--- src/rtl/bloom_filter_double_hash_assert.svh ---
// Assertion macros used by the bloom filter top-level RTL.
`ifndef BLOOM_FILTER_DOUBLE_HASH_ASSERT_SVH
`define BLOOM_FILTER_DOUBLE_HASH_ASSERT_SVH

// Implication checked on every rising clock edge outside reset.
`define BF_ASSERT_IMPL(label, clk, rst, ante, cons, msg) \
   label: assert property (@(posedge clk) disable iff (rst) (ante) |-> (cons)) else $error(msg);

// Next-cycle implication checked outside reset.
`define BF_ASSERT_NEXT(label, clk, rst, ante, cons, msg) \
   label: assert property (@(posedge clk) disable iff (rst) (ante) |=> (cons)) else $error(msg);

`endif

--- src/rtl/bfdh_pkg.sv ---
// Package with types and constants for the double-hash bloom filter.
package bfdh_pkg;

   localparam int unsigned MaxBits    = 65536;
   localparam int unsigned MaxHashes  = 16;
   localparam logic [63:0] Djb2Init   = 64'd5381;
   localparam int unsigned NumBitsW   = 17;
   localparam int unsigned NumHashesW = 5;
   localparam int unsigned CsrDataW   = 17;

   // Register indexes of the configuration port.
   localparam logic CsrNumBits   = 1'b0;
   localparam logic CsrNumHashes = 1'b1;

   // Request kinds.
   localparam logic ReqInsert = 1'b0;
   localparam logic ReqQuery  = 1'b1;

   // Top-level sequencer states.
   typedef enum logic [2:0] {
      ST_CLEAR,
      ST_IDLE,
      ST_MOD,
      ST_READ,
      ST_CHECK,
      ST_DONE
   } state_type;

   // Handshake between the sequencer and the modulo unit.
   typedef struct packed {
      logic start;
      logic busy;
      logic done;
   } mod_ctrl_type;

endpackage

--- src/rtl/bfdh_mod.sv ---
// Restoring divider that returns a 64-bit value modulo a narrow modulus, one bit per cycle.
module bfdh_mod #(
   parameter int unsigned ModW = 17
) (
   input  logic               clock,
   input  logic               reset,
   input  logic               start,
   input  logic [63:0]        dividend,
   input  logic [ModW-1:0]    modulus,
   output bfdh_pkg::mod_ctrl_type ctrl,
   output logic [ModW-1:0]    remainder
);

   logic [63:0]     shift_ff, shift_in;
   logic [ModW:0]   rem_ff, rem_in;
   logic [6:0]      count_ff, count_in;
   logic            busy_ff, busy_in;
   logic            done_ff, done_in;
   logic [ModW:0]   trial;

   // One remainder bit per cycle, most significant dividend bit first.
   always_comb begin
      shift_in = shift_ff;
      rem_in   = rem_ff;
      count_in = count_ff;
      busy_in  = busy_ff;
      done_in  = 1'b0;
      trial    = {rem_ff[ModW-1:0], shift_ff[63]};
      if (start) begin
         shift_in = dividend;
         rem_in   = '0;
         count_in = 7'd64;
         busy_in  = 1'b1;
      end else if (busy_ff) begin
         shift_in = {shift_ff[62:0], 1'b0};
         if (trial >= {1'b0, modulus}) begin
            rem_in = trial - {1'b0, modulus};
         end else begin
            rem_in = trial;
         end
         count_in = count_ff - 7'd1;
         if (count_ff == 7'd1) begin
            busy_in = 1'b0;
            done_in = 1'b1;
         end
      end
   end

   always_ff @(posedge clock) begin
      if (reset) begin
         busy_ff  <= 1'b0;
         done_ff  <= 1'b0;
         count_ff <= '0;
      end else begin
         busy_ff  <= busy_in;
         done_ff  <= done_in;
         count_ff <= count_in;
      end
      shift_ff <= shift_in;
      rem_ff   <= rem_in;
   end

   assign ctrl.start = start;
   assign ctrl.busy  = busy_ff;
   assign ctrl.done  = done_ff;
   assign remainder  = rem_ff[ModW-1:0];

endmodule

--- config.mk ---
export PLATFORM = sky130hd
export DESIGN_NAME = bfdh_mod
export DESIGN_NICKNAME = d
export VERILOG_FILES = /design/src/rtl/bloom_filter_double_hash_assert.svh /design/src/rtl/bfdh_pkg.sv /design/src/rtl/bfdh_mod.sv
export SDC_FILE = /design/constraint.sdc
export NUM_CORES = 1
export LEC_CHECK = 0
export ABC_AREA = 1
export ABC_CLOCK_PERIOD_IN_PS = 5150
export BUFFER_PORTS_ARGS = -buffer_cell sky130_fd_sc_hd__buf_4
export CAP_MARGIN = 20
export CORE_ASPECT_RATIO = 1.25
export CORE_UTILIZATION = 50
export CTS_BUF_LIST = sky130_fd_sc_hd__clkbuf_16
export DETAILED_ROUTE_END_ITERATION = 12
export HOLD_SLACK_MARGIN = 0.06
export PLACE_DENSITY = 0.74
export SYNTH_ARGS = -nofsm -noshare
export SYNTH_HDL_FRONTEND = slang
export SYNTH_SLANG_ARGS = --single-unit
--- constraint.sdc ---
create_clock -name clock -period 5.15 [get_ports clock]
set_input_delay 0.7725 -clock clock [delete_from_list [all_inputs] [get_ports clock]]
set_output_delay 0.7725 -clock clock [all_outputs]
set_load 0.02 [all_outputs]
# Yosys cells after proc, flatten, opt, wreduce, memory -nomap -nowiden

Cells that the tools add are included.

Reduce and logical (&&, ||, !) cells: 3
$add $sub $neg: 2
Bitwise operators: 1
Eq/ne operators: 1
Mux-type cells: 9
$lt $le $gt $ge: 1

Operators with widths:

| operator                                                           | number |
|---|---|
| 64-bit two-way mux                                                 | 2 |
| 18-bit by 17-bit greater-or-equal comparator with 1-bit output     | 1 |
| 17-bit two-way mux                                                 | 1 |
| 17-bit subtractor                                                  | 1 |
| 7-bit two-way mux                                                  | 2 |
| 7-bit by 1-bit == test with 1-bit output, second input constant    | 1 |
| 7-bit by 1-bit subtractor with 7-bit output, second input constant | 1 |
| 1-bit two-way mux                                                  | 4 |
| 3-bit OR reduction                                                 | 1 |
| 2-bit nonzero test                                                 | 1 |
| 2-bit OR reduction                                                 | 1 |
| 1-bit NOT                                                          | 1 |

Output and inout bits: 20
Logic and storage cells: 23
Bits in registers: 90
Bits of input ports: 84

# Depth between registers and ports, before layout

Gate-level depths: netlist of the first run.

Word-level depth: 4
Depth in mapped cells: 14
Mapped depth without buffers: 14

# Worst setup path before layout of the first run

No wires, ideal clock.

Path kind: in2reg
Start: input port start
End: register shift_ff[0] (enable)
Stages on the path: 3
Setup slack: 2.270 ns
Setup time: 0.423 ns
Data arrival time: 2.457 ns
Cell sequence: clkbuf_1 nor2_2 inv_1

Cells in the longest elaborated chain, start to end: 1

RTL lines:

| element                             | line           | source |
|---|---|---|
| start, declared                     | bfdh_mod.sv:7  | `input logic start,` |
| 2-bit nonzero test (no source line) | n/a            |  |
| end signal, assigned                | bfdh_mod.sv:59 | `shift_ff <= shift_in;` |
| end, declared                       | bfdh_mod.sv:14 | `logic [63:0] shift_ff, shift_in;` |

Every way passes these cells.
A chain may end at the register's enable or synchronous reset.

# Worst setup path after layout of the first run

Start: input port start
End: register shift_ff[28] (enable)

Same word-level chain as after synthesis.

==> metrics, run 1 <==
run status finished, final reports clean; CTS resizes 0; power per cell area 262 nW/um2; vias in the first global route 4206; total routed wirelength 11.2 mm; grt ovf 0; DR vias/cell 4.90; die height 116 um; largest net degree at the start of global routing 71; Sw Share 0.236; Sequential Power Share 0.526; Total Neg Setup Slack 0 ns; Worst Path Class, Setup input pin to register; critical path arrival 2.62 ns; CP Launch Type input pin; grt met1 use 0.278; Critical Path RT 5.18 ns; Final Non-Filler Cells 908; CP cell instances buf_4 > nor2_2 > inv_2 > buf_16 > buf_4; busiest grt layer met2; commonest cells after routing, fill and taps aside nand2_1, buf_4, inv_1; Placed Area 5990 um2; share of layout cells above drive strength 1 0.186; Top delay family on crit path buffers and inverters; slowest stage cell, crit path inv_2; CORE AREA 10100 um2; fin crit period 2.59 ns; most common cell after layout, fill and taps aside nand2_1; initial core utilization 0.514; final slew viol count 0; # nets final 878; fmax 386 MHz; most used cell, CP buf_4; CTS tree built; gr usage total 0.218; fin util 0.624; combinational share of power 0.131; Worst Path Buf+Inv 4; post-CTS setup buffer count 0; cell area after layout 6270 um2; Hold Fails Final Rpt 0; Rows 41; maximum VDD drop 0.227 mV; Power Internal 1.26 mW; Clk pwr share 0.343; worst hold path class register to register; DR iter-0 viols 192; synth warn 0; Lkg Pwr 3.31 nW; Final HPWL DP 8.28 mm; CTS Sinks 90; antenna viol nets, final 0; IO Port Bufs 103; clock slew at reported path FFs 0.06 ns; Layout area overhead 21.4%; number of distinct library cells after synthesis 31; Top Ports 104; Ant. Diodes 0; Worst Tran Pin Value 1.03 ns; Post-CTS Hold Buffers 0; grt met3 use 0.0322; Final period util 0.503; RSZ-0062 raised after global routing false; Max stage delay on crit path 0.61 ns; Sw Pwr 388 uW; total power 1.65 mW; CTS H-tree lvls 3; Seq/Total Area, Yosys 0.473; global-route wire length before repair 18.6 mm; Clock Skew 0.00764 ns; Seq cells post-synth 90; Synth Instances 681; max_slew headroom 0.310; clock buffer depth 2; dpl cells 891; Critical Path End Type register; CTS Buf Count 9; critical path peak fanout 70; initial antenna violation count 0; routability cong. 0.855; DRC violations left 0; wire per inst 12.4 um; Horiz. Die Dim 92.9 um; Post-Syn Area per Cell 7.59 um2; 1st-pass router iterations 5; max cap viols 0; Root Buffer Master clkbuf_16; Die ar. 10700 um2; Syn Nets 785; met2 Usage GRT 0.375; via count 4446; Final setup violation count 0; cell area after synthesis 5170 um2; clk_lat worst skew 0.33 ns
metrics by stage:
stage / hold slack [ns] / setup WS [ns]
2_1_floorplan: 0.444 / 2.27
3_3_place_gp: 0.456 / 2.07
3_5_place_dp: 0.464 / 1.98
4_1_cts: 0.473 / 2.32
5_1_grt: 0.513 / 2.36
6_report: 0.467 / 2.56
registers in the layout (all words and copies together) (netlist names):
register,flops
busy_ff,1
count_ff,7
done_ff,1
rem_ff,17
shift_ff,64
logic make-up (layout without fill, tap and decap cells):
logic type                 count (synthesis)  after routing  synth area share
and+or+nand+nor                          419            419             0.344
buffers and inverters                    114            212            0.0899
DFF                                       90             90             0.473
AOI/OAI and AO/OA                         30             30            0.0298
adders and majority gates                 20             20            0.0499
xor gates and xnor gates                   8              8            0.0136
layer usage:
metal	part of all wire	up-vias
li1	-	2314
met5	0	-
met3	0.046	13
met2	0.51	129
met1	0.43	1990
met4	0.016	0
power groups by stage:
stage	clock, mW	combinational (mW)	sequential, mW
after floorplan	0	0.130	0.877
after detailed placement	0	0.211	0.882
after global placement	0	0.205	0.880
final	0.565	0.215	0.866
after global routing	0.611	0.243	0.872
after CTS	0.578	0.213	0.867
tightest hold or removal path, stage by stage (launching register included):
cell and delay [ns]:
dfxtp_1 0.30, inv_1 0.07, a21oi_1 0.06
cell usage after synthesis:
master,number,area (um2)
o21ai_1,3,15.0
nand3_1,40,200
clkbuf_1,14,52.6
xor2_1,3,26.3
nor3_4,1,16.3
nor2_1,27,101
nand3b_1,6,45.0
inv_1,87,327
nand2_1,314,1180
ha_1,19,238
nor2_4,1,11.3
o21ai_0,10,50.1
nand3_2,8,80.1
buf_2,4,20.0
xnor2_1,5,43.8
nand4_1,4,25.0
inv_2,4,15.0
dfxtp_1,26,521
and2_1,2,12.5
buf_4,4,30.0
nand2_2,7,43.8
fa_1,1,20.0
a31oi_1,1,6.26
or2_1,1,6.26
buf_12,1,20.0
nand2_4,2,22.5
a211oi_1,1,7.51
edfxtp_1,64,1920
nor3_1,2,10.0
nor2_2,4,25.0
a21oi_1,15,75.1
final cells by class:
| class | count | area, um2 |
|---|---|---|
| fillers | 896 | 3780 |
| flip-flops and latches | 90 | 2440 |
| multi-input cells | 477 | 2260 |
| repair buffers | 105 | 808 |
| inverters | 91 | 342 |
| clock buffers | 9 | 225 |
| well taps | 129 | 161 |
| clock inverters | 7 | 32.5 |
worst paths after layout:
path	cells after the start	from	to	slack, ns
hold / removal	2	count_ff[5]	count_ff[5]	0.47
setup / recovery	5	start	shift_ff[28]	2.56
hold reg to reg	2	count_ff[5]	count_ff[5]	0.47
setup reg to reg	12	rem_ff[13]	rem_ff[6]	2.92
No activity file was read; power rests on OpenSTA's default activity.
==> run 2, diff against run 1 <==
--- a/config.mk
+++ b/config.mk
@@ -6,7 +6,7 @@
 export NUM_CORES = 1
 export LEC_CHECK = 0
 export ABC_AREA = 1
-export ABC_CLOCK_PERIOD_IN_PS = 5150
+export ABC_CLOCK_PERIOD_IN_PS = 2600
 export BUFFER_PORTS_ARGS = -buffer_cell sky130_fd_sc_hd__buf_4
 export CAP_MARGIN = 20
 export CORE_ASPECT_RATIO = 1.25
==> constraint.sdc (replaced) <==
create_clock -name clock -period 2.6 [get_ports clock]
set_input_delay 0.39 -clock clock [delete_from_list [all_inputs] [get_ports clock]]
set_output_delay 0.39 -clock clock [all_outputs]
set_load 0.02 [all_outputs]
==> run 2 against run 1 <==
  * Utilization grew 0.32 points
  * Register-to-register slack got worse by 2.5 ns
  * First-iteration DRC count is 7.3% higher
  * Sequential power grew 99%
  * Non-clock buffer count grew 3
  * Global-route usage increased by 0.61 points
  * Via count up 2.5%
  * Combinational power grew 98%
  * Clock power is 120% higher
  * Largest cell class unchanged
==> metrics, run 2 (synthesis gave the netlist of run 1 again) <==
r2r worst-path depth 11 (-1); hold path cells 2 (unchanged); DRC violations left 0 (unchanged); initial core utilization 0.514 (unchanged); Worst Path Class, Setup register to register; fmax 454 MHz; critical path peak fanout 18 (-74%); routability cong. 0.961 (+12%); share of layout cells above drive strength 1 0.192 (+0.00568); clock slew at reported path FFs 0.06 ns (about the same); final slew viol count 0 (unchanged); Total Neg Setup Slack 0 ns (unchanged); CORE AREA 10100 um2 (unchanged); antenna viol nets, final 0 (unchanged); most common cell after layout, fill and taps aside nand2_1; Rows 41 (unchanged); CTS resizes 0 (unchanged); Die ar. 10700 um2 (unchanged); fin crit period 2.20 ns; CTS H-tree lvls 3 (unchanged); Top Ports 104 (unchanged); total routed wirelength 11.4 mm (+1.6%); Worst Hold End count_ff[6]; Final setup violation count 0 (unchanged); Ant. Diodes 0 (unchanged); largest net degree at the start of global routing 69 (-2.8%); Placed Area 6020 um2 (+0.50%); max cap viols 0 (unchanged); Most flops, register shift_ff; CTS Sinks 90 (unchanged); power per cell area 536 nW/um2 (+100%); CTS tree built; biggest regs shift_ff: 64 flops, rem_ff: 17 flops, count_ff: 7 flops; worst hold path class input pin to register; Worst Tran Pin Value 0.786 ns (-0.245 ns); DR iter-0 viols 206 (+7.3%); Critical Path RT 2.85 ns (-2.33 ns); reg-to-reg setup timing slack 0.40 ns (-2.52 ns); die height 116 um (unchanged); run status finished, final reports clean; RSZ-0062 raised after global routing false; total power 3.38 mW (+110%); initial antenna violation count 0 (unchanged); cell area after layout 6300 um2 (+0.52%); Clock Skew 0.00519 ns (-0.00245 ns); clock buffer depth 2 (unchanged); grt ovf 0 (unchanged); Final HPWL DP 8.48 mm (+2.5%); 1st-pass router iterations 5 (unchanged); Root Buffer Master clkbuf_16; IO Port Bufs 103 (unchanged); Lkg Pwr 3.32 nW (+0.17%); reg2reg end rem_ff[0]; maximum VDD drop 0.510 mV (+130%); post-CTS setup buffer count 0 (unchanged); gr usage total 0.224 (+0.00608); Post-CTS Hold Buffers 0 (unchanged); critical path arrival 2.45 ns (-0.17 ns); # nets final 881 (+0.34%); via count 4556 (+2.5%); Critical Path End Type register; Horiz. Die Dim 92.9 um (unchanged); Final period util 0.846; worst hold start reset; RR Startpoint shift_ff[63]; Layout area overhead 22.0%; commonest cells after routing, fill and taps aside nand2_1, buf_4, inv_1; CTS Buf Count 9 (unchanged); global-route wire length before repair 19.2 mm (+3.0%); wire per inst 12.5 um (+1.2%); CP Launch Type register; Hold Fails Final Rpt 0 (unchanged); vias in the first global route 4389 (+4.4%); clk_lat worst skew 0.33 ns (about the same); DR vias/cell 5.00 (+2.1%); max_slew headroom 0.476 (+0.166); max reg flops 64 (unchanged)
[run 2: changes by cell type in the layout (fill, tap and decap cells not counted)]
cell / previous run / this run
clkinv_1: 0 / 1
bufinv_16: 0 / 1
clkinvlp_4: 1 / 2
buf_16: 1 / 0
buf_4: 104 / 108
inv_1: 90 / 87
[run 2: how the worst max path moves through the flow]
| stage | from | endpoint | slack (ns) | cells past startpoint |
|---|---|---|---|---|
| 2_1_floorplan | start | shift_ff[0] | 0.10 | 3 |
| 3_3_place_gp | modulus[2] | rem_ff[3] | 0.37 | 12 |
| 3_5_place_dp | modulus[2] | rem_ff[0] | 0.32 | 12 |
| 4_1_cts | shift_ff[63] | rem_ff[2] | 0.40 | 11 |
| 5_1_grt | shift_ff[63] | rem_ff[2] | 0.22 | 11 |
| 6_report | shift_ff[63] | rem_ff[0] | 0.40 | 11 |
[run 2: report_power, final]
part	internal [mW]	switching, mW	leakage, nW
combinational	0.181	0.244	2.31
sequential	1.68	0.0372	0.869
clock	0.734	0.507	0.140
total	2.59	0.789	3.32
[run 2: critical path, cell delays in order, from the launching register on]
cell and delay [ns]:
edfxtp_1 0.36, inv_1 0.09, ha_1 0.14, inv_1 0.08, fa_1 0.45, nand3_1 0.17
nand3_2 0.13, nand2_4 0.21, nand2_4 0.20, nand2_1 0.11, nand3_1 0.08, o21ai_0 0.09
[run 2: final cells by class]
cell class / count / area (um2)
repair buffers: 108 / 811
clock buffers: 9 / 225
clock inverters: 7 / 62.6
multi-input cells: 477 / 2260
flip-flops and latches: 90 / 2440
inverters: 91 / 342
fillers: 939 / 3750
well taps: 129 / 161
[run 2: per-stage QoR]
stage	utilization	std cells	hold slack [ns]	worst slack, ns
final	0.627	911	0.228	0.399
after global routing	0.627	911	0.221	0.216
after CTS	0.627	911	0.214	0.402
after detailed placement	0.598	895	0.473	0.324
after global placement	0.598	895	0.460	0.374
after floorplan	-	681	0.444	0.102
[run 2: metal layers]
metal | vias to the layer above | track usage | share of wire
met2 | 146 | 0.397 | 0.51
li1 | 2323 | - | -
met1 | 2071 | 0.274 | 0.42
met3 | 16 | 0.0394 | 0.056
met5 | - | 0 | 0
met4 | 0 | 0.0800 | 0.014
